**config.mk**
```make
export PLATFORM = sky130hd
export DESIGN_NAME = lru_buffer_slot_manager_core
export DESIGN_NICKNAME = d
export VERILOG_FILES = /design/src/design/lbsm_pkg.sv /design/src/design/lbsm_ctrl.sv /design/src/design/lbsm_datapath.sv /design/src/design/lru_buffer_slot_manager_core.sv
export SDC_FILE = /design/constraint.sdc
export NUM_CORES = 1
export LEC_CHECK = 0
export BUFFER_PORTS_ARGS = -buffer_cell sky130_fd_sc_hd__buf_2
export CORE_UTILIZATION = 55
export DETAILED_ROUTE_END_ITERATION = 16
export PLACE_DENSITY = 0.71
export SLEW_MARGIN = 10
export SYNTH_ARGS = -nofsm -noshare
export SYNTH_HDL_FRONTEND = slang
export SYNTH_SLANG_ARGS = --single-unit
```
**constraint.sdc**
```tcl
create_clock -name clk -period 22.2 [get_ports clk]
set_input_delay 0 -clock clk [delete_from_list [all_inputs] [get_ports clk]]
set_output_delay 0 -clock clk [all_outputs]
set_load 0.05 [all_outputs]
```
**src/design/lbsm_pkg.sv**
```systemverilog
// Shared types for the LRU buffer slot manager.
// Request/result payloads, stored tag word and controller/datapath handshake.
// No dependencies.
package lbsm_pkg;

	// Width of the reported slot index field
	localparam int SLOT_W = 4;

	// Request command codes
	localparam logic CMD_FETCH = 1'b0;
	localparam logic CMD_BLANK = 1'b1;

	typedef struct packed {
		logic        command;
		logic [15:0] table_id;
		logic [15:0] file_id;
		logic [23:0] block_offset;
	} req_t;

	typedef struct packed {
		logic [SLOT_W-1:0] slot;
		logic              hit;
		logic              replaced;
		logic [15:0]       old_table_id;
		logic [15:0]       old_file_id;
		logic [23:0]       old_block_offset;
	} rsp_t;

	// One stored slot tag
	typedef struct packed {
		logic [15:0] table_id;
		logic [15:0] file_id;
		logic        file_valid;
		logic [23:0] block_offset;
	} tag_t;

	// Controller to datapath commands
	typedef struct packed {
		logic load;
		logic scan;
		logic commit;
	} cmd_t;

	// Datapath to controller status
	typedef struct packed {
		logic last;
	} stat_t;

endpackage

```
**src/design/lbsm_ctrl.sv**
```systemverilog
// Sequencing controller for the LRU buffer slot manager.
// Steps accept, slot scan, final compare and commit; drives busy and done.
// Depends on lbsm_pkg.
module lbsm_ctrl import lbsm_pkg::*; (
	input  logic  clk,
	input  logic  arst_n,
	input  logic  start,
	input  stat_t stat,
	output cmd_t  cmd,
	output logic  busy,
	output logic  done
);

	localparam logic [1:0] ST_IDLE   = 2'd0;
	localparam logic [1:0] ST_SCAN   = 2'd1;
	localparam logic [1:0] ST_LAST   = 2'd2;
	localparam logic [1:0] ST_COMMIT = 2'd3;

	logic [1:0] state_q;
	logic [1:0] state_d;
	logic       done_q;

	// Next state and commands
	always_comb begin
		state_d    = state_q;
		cmd        = '0;
		case (state_q)
			ST_IDLE: begin
				if (start) begin
					cmd.load = 1'b1;
					state_d  = ST_SCAN;
				end
			end
			ST_SCAN: begin
				cmd.scan = 1'b1;
				if (stat.last) begin
					state_d = ST_LAST;
				end
			end
			ST_LAST: begin
				state_d = ST_COMMIT;
			end
			ST_COMMIT: begin
				cmd.commit = 1'b1;
				state_d    = ST_IDLE;
			end
			default: begin
				state_d = ST_IDLE;
			end
		endcase
	end

	// Hold state and raise the result strobe after commit
	always_ff @(posedge clk or negedge arst_n) begin
		if (!arst_n) begin
			state_q <= ST_IDLE;
			done_q  <= 1'b0;
		end else begin
			state_q <= state_d;
			done_q  <= cmd.commit;
		end
	end

	assign busy = (state_q != ST_IDLE);
	assign done = done_q;

endmodule

```
**src/design/lbsm_datapath.sv**
```systemverilog
// Datapath for the LRU buffer slot manager: tag and age memories, used bits,
// scan trackers for hit, first free slot and oldest slot, and result register.
// Depends on lbsm_pkg.
module lbsm_datapath import lbsm_pkg::*; #(
	parameter int SLOTS    = 16,
	parameter int AGE_BITS = 16
) (
	input  logic  clk,
	input  logic  arst_n,
	input  cmd_t  cmd,
	input  req_t  req,
	output stat_t stat,
	output rsp_t  rsp
);

	localparam int IW = $clog2(SLOTS);
	localparam logic [AGE_BITS-1:0] AGE_MAX = '1;

	// Slot storage; contents of never-used slots are never observed
	tag_t              tag_mem [SLOTS];
	logic [AGE_BITS-1:0] age_mem [SLOTS];
	logic [SLOTS-1:0]  used_q;

	req_t              req_q;
	logic [IW-1:0]     cnt_q;
	logic              rd_valid_s1;
	logic [IW-1:0]     idx_s1;
	tag_t              tag_s1;
	logic [AGE_BITS-1:0] age_s1;

	logic              hit_found_q;
	logic [IW-1:0]     hit_idx_q;
	logic              free_found_q;
	logic [IW-1:0]     free_idx_q;
	logic [IW-1:0]     best_idx_q;
	logic [AGE_BITS-1:0] best_age_q;
	tag_t              best_tag_q;
	rsp_t              rsp_q;

	logic              used_s1;
	logic              match_s1;
	logic              evict;
	logic [IW-1:0]     chosen;
	tag_t              new_tag;
	logic [AGE_BITS-1:0] age_inc;

	// Compare the slot read last cycle
	assign used_s1  = used_q[idx_s1];
	assign match_s1 = used_s1 && tag_s1.file_valid && (req_q.command == CMD_FETCH) &&
		(tag_s1.table_id == req_q.table_id) && (tag_s1.file_id == req_q.file_id) &&
		(tag_s1.block_offset == req_q.block_offset);
	assign age_inc  = (age_s1 == AGE_MAX) ? age_s1 : age_s1 + AGE_BITS'(1);

	// Pick the granted slot and build its new tag
	assign evict  = !hit_found_q && !free_found_q;
	assign chosen = hit_found_q ? hit_idx_q : (free_found_q ? free_idx_q : best_idx_q);

	always_comb begin
		new_tag          = '0;
		new_tag.table_id = req_q.table_id;
		if (req_q.command == CMD_BLANK) begin
			// Keep the evicted slot's stored offset; a never-used slot gets zero
			new_tag.block_offset = free_found_q ? 24'd0 : best_tag_q.block_offset;
		end else begin
			new_tag.file_id      = req_q.file_id;
			new_tag.file_valid   = 1'b1;
			new_tag.block_offset = req_q.block_offset;
		end
	end

	assign stat.last = (cnt_q == IW'(SLOTS - 1));

	// Read and write the slot memories
	always_ff @(posedge clk) begin
		if (cmd.scan) begin
			tag_s1 <= tag_mem[cnt_q];
			age_s1 <= age_mem[cnt_q];
		end
		if (cmd.commit) begin
			age_mem[chosen] <= '0;
		end else if (rd_valid_s1) begin
			age_mem[idx_s1] <= age_inc;
		end
		if (cmd.commit && !hit_found_q) begin
			tag_mem[chosen] <= new_tag;
		end
	end

	// Track occupancy; slots never become free again
	always_ff @(posedge clk or negedge arst_n) begin
		if (!arst_n) begin
			used_q      <= '0;
			rd_valid_s1 <= 1'b0;
		end else begin
			rd_valid_s1 <= cmd.scan;
			if (cmd.commit) begin
				used_q[chosen] <= 1'b1;
			end
		end
	end

	// Latch the request, advance the scan and update the trackers
	always_ff @(posedge clk) begin
		if (cmd.load) begin
			req_q        <= req;
			cnt_q        <= '0;
			hit_found_q  <= 1'b0;
			free_found_q <= 1'b0;
		end
		if (cmd.scan) begin
			cnt_q  <= cnt_q + IW'(1);
			idx_s1 <= cnt_q;
		end
		if (rd_valid_s1) begin
			if (match_s1 && !hit_found_q) begin
				hit_found_q <= 1'b1;
				hit_idx_q   <= idx_s1;
			end
			if (!used_s1 && !free_found_q) begin
				free_found_q <= 1'b1;
				free_idx_q   <= idx_s1;
			end
			if ((idx_s1 == '0) || (age_s1 > best_age_q)) begin
				best_idx_q <= idx_s1;
				best_age_q <= age_s1;
				best_tag_q <= tag_s1;
			end
		end
		if (cmd.commit) begin
			rsp_q.slot     <= SLOT_W'(chosen);
			rsp_q.hit      <= hit_found_q;
			rsp_q.replaced <= evict;
			if (evict) begin
				rsp_q.old_table_id     <= best_tag_q.table_id;
				rsp_q.old_file_id      <= best_tag_q.file_id;
				rsp_q.old_block_offset <= best_tag_q.block_offset;
			end else begin
				rsp_q.old_table_id     <= '0;
				rsp_q.old_file_id      <= '0;
				rsp_q.old_block_offset <= '0;
			end
		end
	end

	assign rsp = rsp_q;

endmodule

```
**src/design/lru_buffer_slot_manager_core.sv**
```systemverilog
// LRU buffer slot manager, top level.
// Joins the sequencing controller and the slot datapath; depends on lbsm_pkg.
//
// Usage:
//   A request transfer happens on a rising edge with start high and busy low;
//   req carries command, table_id, file_id and block_offset. Every request
//   yields one result: done is high for exactly one cycle while rsp holds the
//   granted slot, hit/replaced flags and the displaced tag on an eviction.
// Timing:
//   The scan reads one slot per cycle from the tag and age memories, then
//   passes through a last-compare state and a commit state; done is
//   registered from the commit state.
//   busy drops in the cycle done rises, so the next request can be accepted
//   on the edge that takes the result; no new request is accepted while a
//   request is still in progress.
// Reset:
//   arst_n clears the used bits and the controller; every slot is free after
//   reset and no scan of the memories is needed. The receiver cannot stall:
//   a result must be taken in its done cycle.
module lru_buffer_slot_manager_core import lbsm_pkg::*; #(
	parameter int SLOTS    = 16,
	parameter int AGE_BITS = 16
) (
	input  logic clk,
	input  logic arst_n,
	input  logic start,
	output logic busy,
	input  req_t req,
	output logic done,
	output rsp_t rsp
);

	cmd_t  cmd;
	stat_t stat;

	lbsm_ctrl u_ctrl (
		.clk    (clk),
		.arst_n (arst_n),
		.start  (start),
		.stat   (stat),
		.cmd    (cmd),
		.busy   (busy),
		.done   (done)
	);

	lbsm_datapath #(
		.SLOTS    (SLOTS),
		.AGE_BITS (AGE_BITS)
	) u_datapath (
		.clk    (clk),
		.arst_n (arst_n),
		.cmd    (cmd),
		.req    (req),
		.stat   (stat),
		.rsp    (rsp)
	);

endmodule

```
==> results of run 1 <==
stage by stage:
stage / area (sq um) / std cells / worst slack, ns / hold WS (ns) / utilization, %
floorplan: 55890 / 2369 / 14.83 / -0.2956 / -
global placement: 58350 / 3813 / 16.80 / -0.03733 / 58.10
detailed placement: 58350 / 3813 / 16.77 / -0.02244 / 58.10
CTS: 64040 / 4180 / 16.75 / 0.001362 / 63.76
global route: 64040 / 4180 / 16.37 / 0.01242 / 63.76
finish: 64050 / 4181 / 16.95 / 0.01107 / 63.77
cell type report:
type	instances	area, sq um
sequential	1474	44140
fill	6606	36390
multi-input combinational	761	11220
clock buffer	164	3742
timing repair buffer	301	2257
tap	1357	1698
clock inverter	96	880.8
inverter	27	102.6
antenna	1	2.502
cell usage after synthesis, types with 12 or more instances:
master and n:
nor2b_1 19, buf_4 20, xnor2_1 33, ha_1 23, dfrtp_1 20, and2_1 61, xor2_1 34, nand3_1 13
o21bai_1 14, nor2_1 37, edfxtp_1 1452, inv_1 26, nor3_1 15, mux4_2 370, nand2_1 23, buf_2 12
a22o_1 24, nand4_1 15, clkbuf_1 58
layer usage:
layer / vias up / part of all wire [%] / routed length, microns
met5: - / 0.029 / 37
met4: 6 / 2.0 / 2499
met3: 179 / 8.7 / 11160
met2: 1337 / 50 / 64130
met1: 14110 / 39 / 50070
li1: 10660 / - / -
worst paths after layout:
| path | slack (ns) | to |
|---|---|---|
| worst max register to register | 16.95 | u_datapath.tag_s1[43] |
| max in group asynchronous | 21.13 | u_ctrl.state_q[1] |
| min in group asynchronous | 0.47 | u_ctrl.done |
| worst min-delay path | 0.01 | u_datapath.new_tag[50] |
| worst max-delay path | 16.95 | u_datapath.tag_s1[43] |
| worst min register to register | 0.47 | u_datapath.best_tag_q[47] |
state kept, by name (all words and copies together) (netlist names):
name	flops
u_ctrl.state_q	2
u_datapath.rsp	62
u_datapath.hit_idx_q	4
u_datapath.age_mem	256
u_datapath.idx_s1	4
u_datapath.cnt_q	4
u_datapath.req_q	41
u_datapath.best_idx_q	4
u_datapath.tag_s1	57
u_datapath.free_idx_q	4
u_datapath.new_tag	16
u_datapath.best_tag_q	56
u_datapath.best_age_q	16
u_datapath.tag_mem	912
u_ctrl.done	1
u_datapath.free_found_q	1
u_datapath.rd_valid_s1	1
u_datapath.age_s1	16
u_datapath.hit_found_q	1
u_datapath.used_q	16
worst register-to-register path: cells and delay by family (launching register included):
| kind | cells | cell delay, ns |
|---|---|---|
| buf+inv | 4 | 3.47 |
| mux | 2 | 1.15 |
| flops | 1 | 0.35 |
power groups by stage:
stage / combinational [W] / clock (W) / sequential [W]
floorplan: 0.00150 / 0 / 0.00402
global placement: 0.00218 / 0 / 0.00396
detailed placement: 0.00224 / 0 / 0.00398
CTS: 0.00226 / 0.00242 / 0.00393
finish: 0.00224 / 0.00239 / 0.00393
global route: 0.00238 / 0.00253 / 0.00396
cells by family (layout without fill, tap and decap cells):
kind of cell / Yosys count / in the layout
compound gates: 74 / 74
xor+xnor: 67 / 67
buf+inv: 134 / 588
mux: 380 / 380
fa+ha+maj: 23 / 23
other cells: 0 / 1
simple gates: 217 / 217
flops: 1474 / 1474
==> out/qor.yml, run 1 <==
timing:
  post-route-period-util_pct: 23.65
  drv_slew: 0
  fin_setup_tns_ns: 0
  max_freq_mhz: 190.5
  relSlewSlack_pct: 15.31
  period_needed_ns: 5.250
  fin_worst_skew_ns: 0.02685
  worst_slew_pin_slew_ns: 1.270
  hold_viol_final: 0
  setup_viol: 0
  rsz0062_at_grt: "false"
floorplan:
  num_io_pins: 124
  dieArea_sq_um: 102900
  die_x_microns: 320.8
  start_util_pct: 55.65
  rows: 116
  die_y_microns: 320.8
  placeableCoreArea_sq_um: 100400
cells_and_area:
  final_cell_mix: "edfxtp_1 (1452), mux4_2 (370), clkbuf_16 (147)"
  area_growth_syn_to_layout_pct: 14.59
  fin_nets: 2793
  layout_commonest_cell: "edfxtp_1"
  drive_gt1_share_pct: 28.48
logic_synthesis:
  synth-main-ff-cell: "edfxtp_1"
  yosysTopAreaCell: "edfxtp_1"
  synth.yosys.seq_area_share_pct: 78.98
  synth_compound_area_share_pct: 1.025
  synth_edf_count: 1452
  synth.top_cell.area_share_pct: 78.01
  ys_types: 48
  syn-num-nets: 2452
  yosys.area_share.simple_pct: 2.145
  synth_top_family_by_area: "multiplexers"
  synthXorXnorAreaFrac_pct: 1.050
  synthArstFlopShare_pct: 1.357
  synth_fa_ha_area_share_pct: 0.5149
  synthMuxAreaShare_pct: 15.09
  synth_warnings: 0
  syn_avg_cell_area_sq_um: 23.59
  synth_cells: 2369
  ys_seq_elements: 1474
  syn_area_sq_um: 55890
  netlist_top_cells_area: "edfxtp_1 (78%), mux4_2 (15%), dfrtp_1 (0.90%)"
drt:
  wl_per_cell_microns: 30.59
  initialDrtViolationCount: 2938
  dr_total_vias: 26290
  routed_wl_microns: 127900
  vias_per_cell: 6.287
  drt-pass1-iter-count: 5
  drc: 0
  postRouteAntennaNets: 0
place:
  dpl.hpwl_microns: 66230
  port_buffers: 123
  place.gp.congestion: 0.7795
clocking:
  worstSkewPairLatency_ns: 0.75
  cts_inserted_buffers: 145
  cts-root-buf: "clkbuf_16"
  cts_hold_buf: 107
  cts_tree: "built"
  cts_sinks: 1474
  h-tree-depth: 4
  clock_path_buffers: 3
  cts_resized: 0
  post_cts_buffers: 0
  clk_pin_slew_ns: 0.06
grt:
  grt_use_met3_pct: 5.012
  grt_pass1_vias: 26990
  grt_use_met1_pct: 35.46
  met2_usage_pct: 41.47
  antenna_found_initial: 4
  track_usage_pct: 25.38
  grt_overflow_total: 0
  busiest_layer: "met2"
  grt_max_degree: 151
  grt_pass1_wl_microns: 185300
pwr:
  cellPowerDensity_nw_per_um2: 133.7
  cellInternalPower_w: 0.005998
  vdd_drop_max_mv: 0.1416
  p_total_w: 0.008563
  power_frac_comb_pct: 26.2
  power_leakage_nw: 20.61
  swShare_pct: 29.96
  switchingPower_w: 0.002566
  p_seq_share_pct: 45.9
  p_clk_share_pct: 28.0
critical_path:
  arrival_ns: 5.72
  cp.depth: 6
  ff2ff_path_depth: 6
  worstPathBufferInverterCount: 4
  crit_slowest_cell: "buf_4"
  crit_required_ns: 22.67
  cp_max_fo: 102
  worstSetupStartpointType: "register"
  crit_path_end_kind: "register"
  worstSetupPathType: "reg2reg"
  worstSetupStartpoint: "u_datapath.cnt_q[0]"
  cpPeakStageDelay_ns: 0.92
  r2r_start: "u_datapath.cnt_q[0]"
  cpLargestDelayFamily: "buffers and inverters"
  crit_top_cell: "buf_4"
  path_cells: "buf_4 -> buf_12 -> buf_4 -> buf_4 -> mux4_2 -> mux4_2"
run:
  maxCapViolations: 0
hold_path:
  hold_start: "req[49]"
  hold_path.class: "in2reg"
  holdPathStages: 2
run_status:
  outcome: "finished clean"
No activity file was read; power rests on OpenSTA's default activity.
==> inputs of run 2 (changes only) <==
Settings changed: ABC_AREA from default to 1, PLACE_DENSITY 0.71 to 0.74.
Clock period 22.2 ns to 4.3 ns, I/O delays scaled along.
==> run 2 against run 1 <==
  * Synthesized cell count is 82% higher
  * Total power rose to 5.6 times the previous value
  * Sequential power rose to 5.3 times the previous value
  * Die area grew 2.9%
  * Synthesized area grew 2.9%
  * Critical path depth is 1 higher
  * Clock skew rose by 0.0046 ns
  * Design area increased by 2.4%
  * Hold slack hardly changed
  * Global-route usage rose by 2.3 points
  * Non-clock buffer count increased by 44
  * Sequential share of layout area shrank 1.6 points
  * Largest power group unchanged
==> out/qor.yml, run 2 <==
run_status:
  outcome: "finished clean"
logic_synthesis:
  netlist_top_cells_area: "edfxtp_1 (76%), o21ai_0 (5.3%), nor2_1 (5.1%)"
  syn_area_sq_um: 57520
  yosysTopAreaCell: "edfxtp_1"
  syn-num-nets: 4397
  synthArstFlopShare_pct: 1.357
  syn_avg_cell_area_sq_um: 13.33
  synth_warnings: 0
  synth.top_cell.area_share_pct: 75.81
  synth_edf_count: 1452
  ys_seq_elements: 1474
  synth-main-ff-cell: "edfxtp_1"
  yosys-top-cells-count: "edfxtp_1 (1452), nor2_1 (788), o21ai_0 (608)"
  synth.yosys.seq_area_share_pct: 76.75
  ys_types: 36
  synth_cells: 4314
  post-synth-top-count-cell: "edfxtp_1"
place:
  dpl.hpwl_microns: 79400
  port_buffers: 123
  place.gp.congestion: 0.8660
  dp.cells: 5677
floorplan:
  start_util_pct: 55.49
  dieArea_sq_um: 105900
  die_y_microns: 325.4
  num_io_pins: 124
  rows: 118
  placeableCoreArea_sq_um: 103600
  die_x_microns: 325.4
critical_path:
  worstSetupPathType: "reg2reg"
  r2r_start: "u_ctrl.state_q[0]"
  reg2reg_slack_ns: 1.02
  worstSetupStartpoint: "u_ctrl.state_q[0]"
  r2r-end: "u_datapath.tag_mem[11][33]"
  cpPeakStageDelay_ns: 0.65
  crit_required_ns: 4.67
  arrival_ns: 3.65
  worstSetupStartpointType: "register"
  cp_max_fo: 45
  endpoint: "u_datapath.tag_mem[11][33]"
  ff2ff_path_depth: 7
  crit_path_end_kind: "register"
  crit_slowest_cell: "buf_4"
  path_cells: "ha_4 -> buf_4 -> nand2_1 -> nor2_1 -> nand2_1 -> nor2_4 -> buf_4"
cells_and_area:
  layout.cells.non_filler: 6043
  layout_commonest_cell: "edfxtp_1"
  insertedDiodeCount: 0
  fin_util_pct: 63.25
  largest_register_ffs: 912
  largest_register: "u_datapath.tag_mem"
  fin_nets: 4641
  drive_gt1_share_pct: 10.10
  area_growth_syn_to_layout_pct: 13.98
  final_cell_mix: "edfxtp_1 (1452), nor2_1 (771), o21ai_0 (608)"
pwr:
  vdd_drop_max_mv: 0.7522
  cellPowerDensity_nw_per_um2: 726.9
  power_leakage_nw: 22.60
drt:
  routed_wl_microns: 148400
  drt-pass1-iter-count: 6
  dr_total_vias: 37080
  vias_per_cell: 6.137
  drc: 0
  postRouteAntennaNets: 0
  initialDrtViolationCount: 5766
  wl_per_cell_microns: 24.56
timing:
  max_freq_mhz: 304.8
  drv_slew: 0
  hold_viol_final: 0
  setup_viol: 0
  fin_worst_skew_ns: 0.03147
  rsz0062_at_grt: "false"
  post-route-period-util_pct: 76.30
  relSlewSlack_pct: 18.23
  period_needed_ns: 3.281
  worst_slew_pin_slew_ns: 1.227
grt:
  grt_pass1_vias: 35670
  track_usage_pct: 27.65
  antenna_found_initial: 0
  grt_pass1_wl_microns: 219100
  grt_max_degree: 290
  grt_overflow_total: 0
clocking:
  cts_tree: "built"
  clk_pin_slew_ns: 0.06
  worstSkewPairLatency_ns: 0.76
  cts-root-buf: "clkbuf_16"
  cts_resized: 0
  post_cts_buffers: 0
  clock_path_buffers: 3
  cts_inserted_buffers: 145
  h-tree-depth: 4
  cts_sinks: 1474
  cts_hold_buf: 114
hold_path:
  hold_path.class: "in2reg"
run:
  maxCapViolations: 0
## run 2: through the flow
step	total power, W	area (sq um)	TNS (ns)	hold slack [ns]	setup WS, ns
2_1_floorplan	0.03027	57560	-37.54	-0.2956	-0.3293
3_3_place_gp	0.03506	59960	0	0.02613	1.044
3_5_place_dp	0.03547	59960	0	0.01701	1.022
4_1_cts	0.04748	65540	0	0.001018	1.019
5_1_grt	0.04956	65560	0	0.01714	0.8261
6_report	0.04766	65560	0	0.01068	1.019
## run 2: power by group
part / total, W / switching, W / internal (W)
sequential: 0.0208 / 0.00117 / 0.0196
clock: 0.0120 / 0.00538 / 0.00661
combinational: 0.0149 / 0.0112 / 0.00367
total: 0.0477 / 0.0178 / 0.0299
## run 2: how the worst min path moves through the flow
stage / from / endpoint / slack (ns) / cells past startpoint
global placement: arst_n / u_ctrl.done / 0.03 / 1
CTS: req[11] / u_datapath.req_q[11] / 0.001 / 2
finish: req[11] / u_datapath.req_q[11] / 0.01 / 2
detailed placement: arst_n / u_ctrl.done / 0.02 / 1
global route: req[11] / u_datapath.req_q[11] / 0.02 / 2
floorplan: arst_n / u_ctrl.done / -0.30 / 0
## run 2: cells by family after synthesis
kind of cell,synth area share (%)
xor gates and xnor gates,0.2589
DFF,76.75
and+or+nand+nor,9.034
buffers and inverters,3.387
adders and majority gates,0.5003
AOI/OAI and AO/OA,10.07
## run 2: area by class of cell
class / instances / area (sq um)
clock buffers: 185 / 3872
flip-flops and latches: 1474 / 44140
inverters: 217 / 842.1
fillers: 7346 / 38090
multi-input cells: 2375 / 11610
repair buffers: 345 / 2793
clock inverters: 67 / 573.1
well taps: 1380 / 1727
## run 2: routing by layer
| metal | GRT usage [%] | routed length, microns |
|---|---|---|
| met5 | 0 | 0 |
| met4 | 10.08 | 4873 |
| met3 | 5.885 | 16880 |
| met2 | 43.50 | 69150 |
| met1 | 38.32 | 57530 |
## run 2: worst max-delay path: cells and delay by family, from the launching register on
family / cells / cell delay (ns)
adders and majority gates: 1 / 0.46
buffers and inverters: 2 / 1.29
DFF: 1 / 0.46
and+or+nand+nor: 4 / 0.66
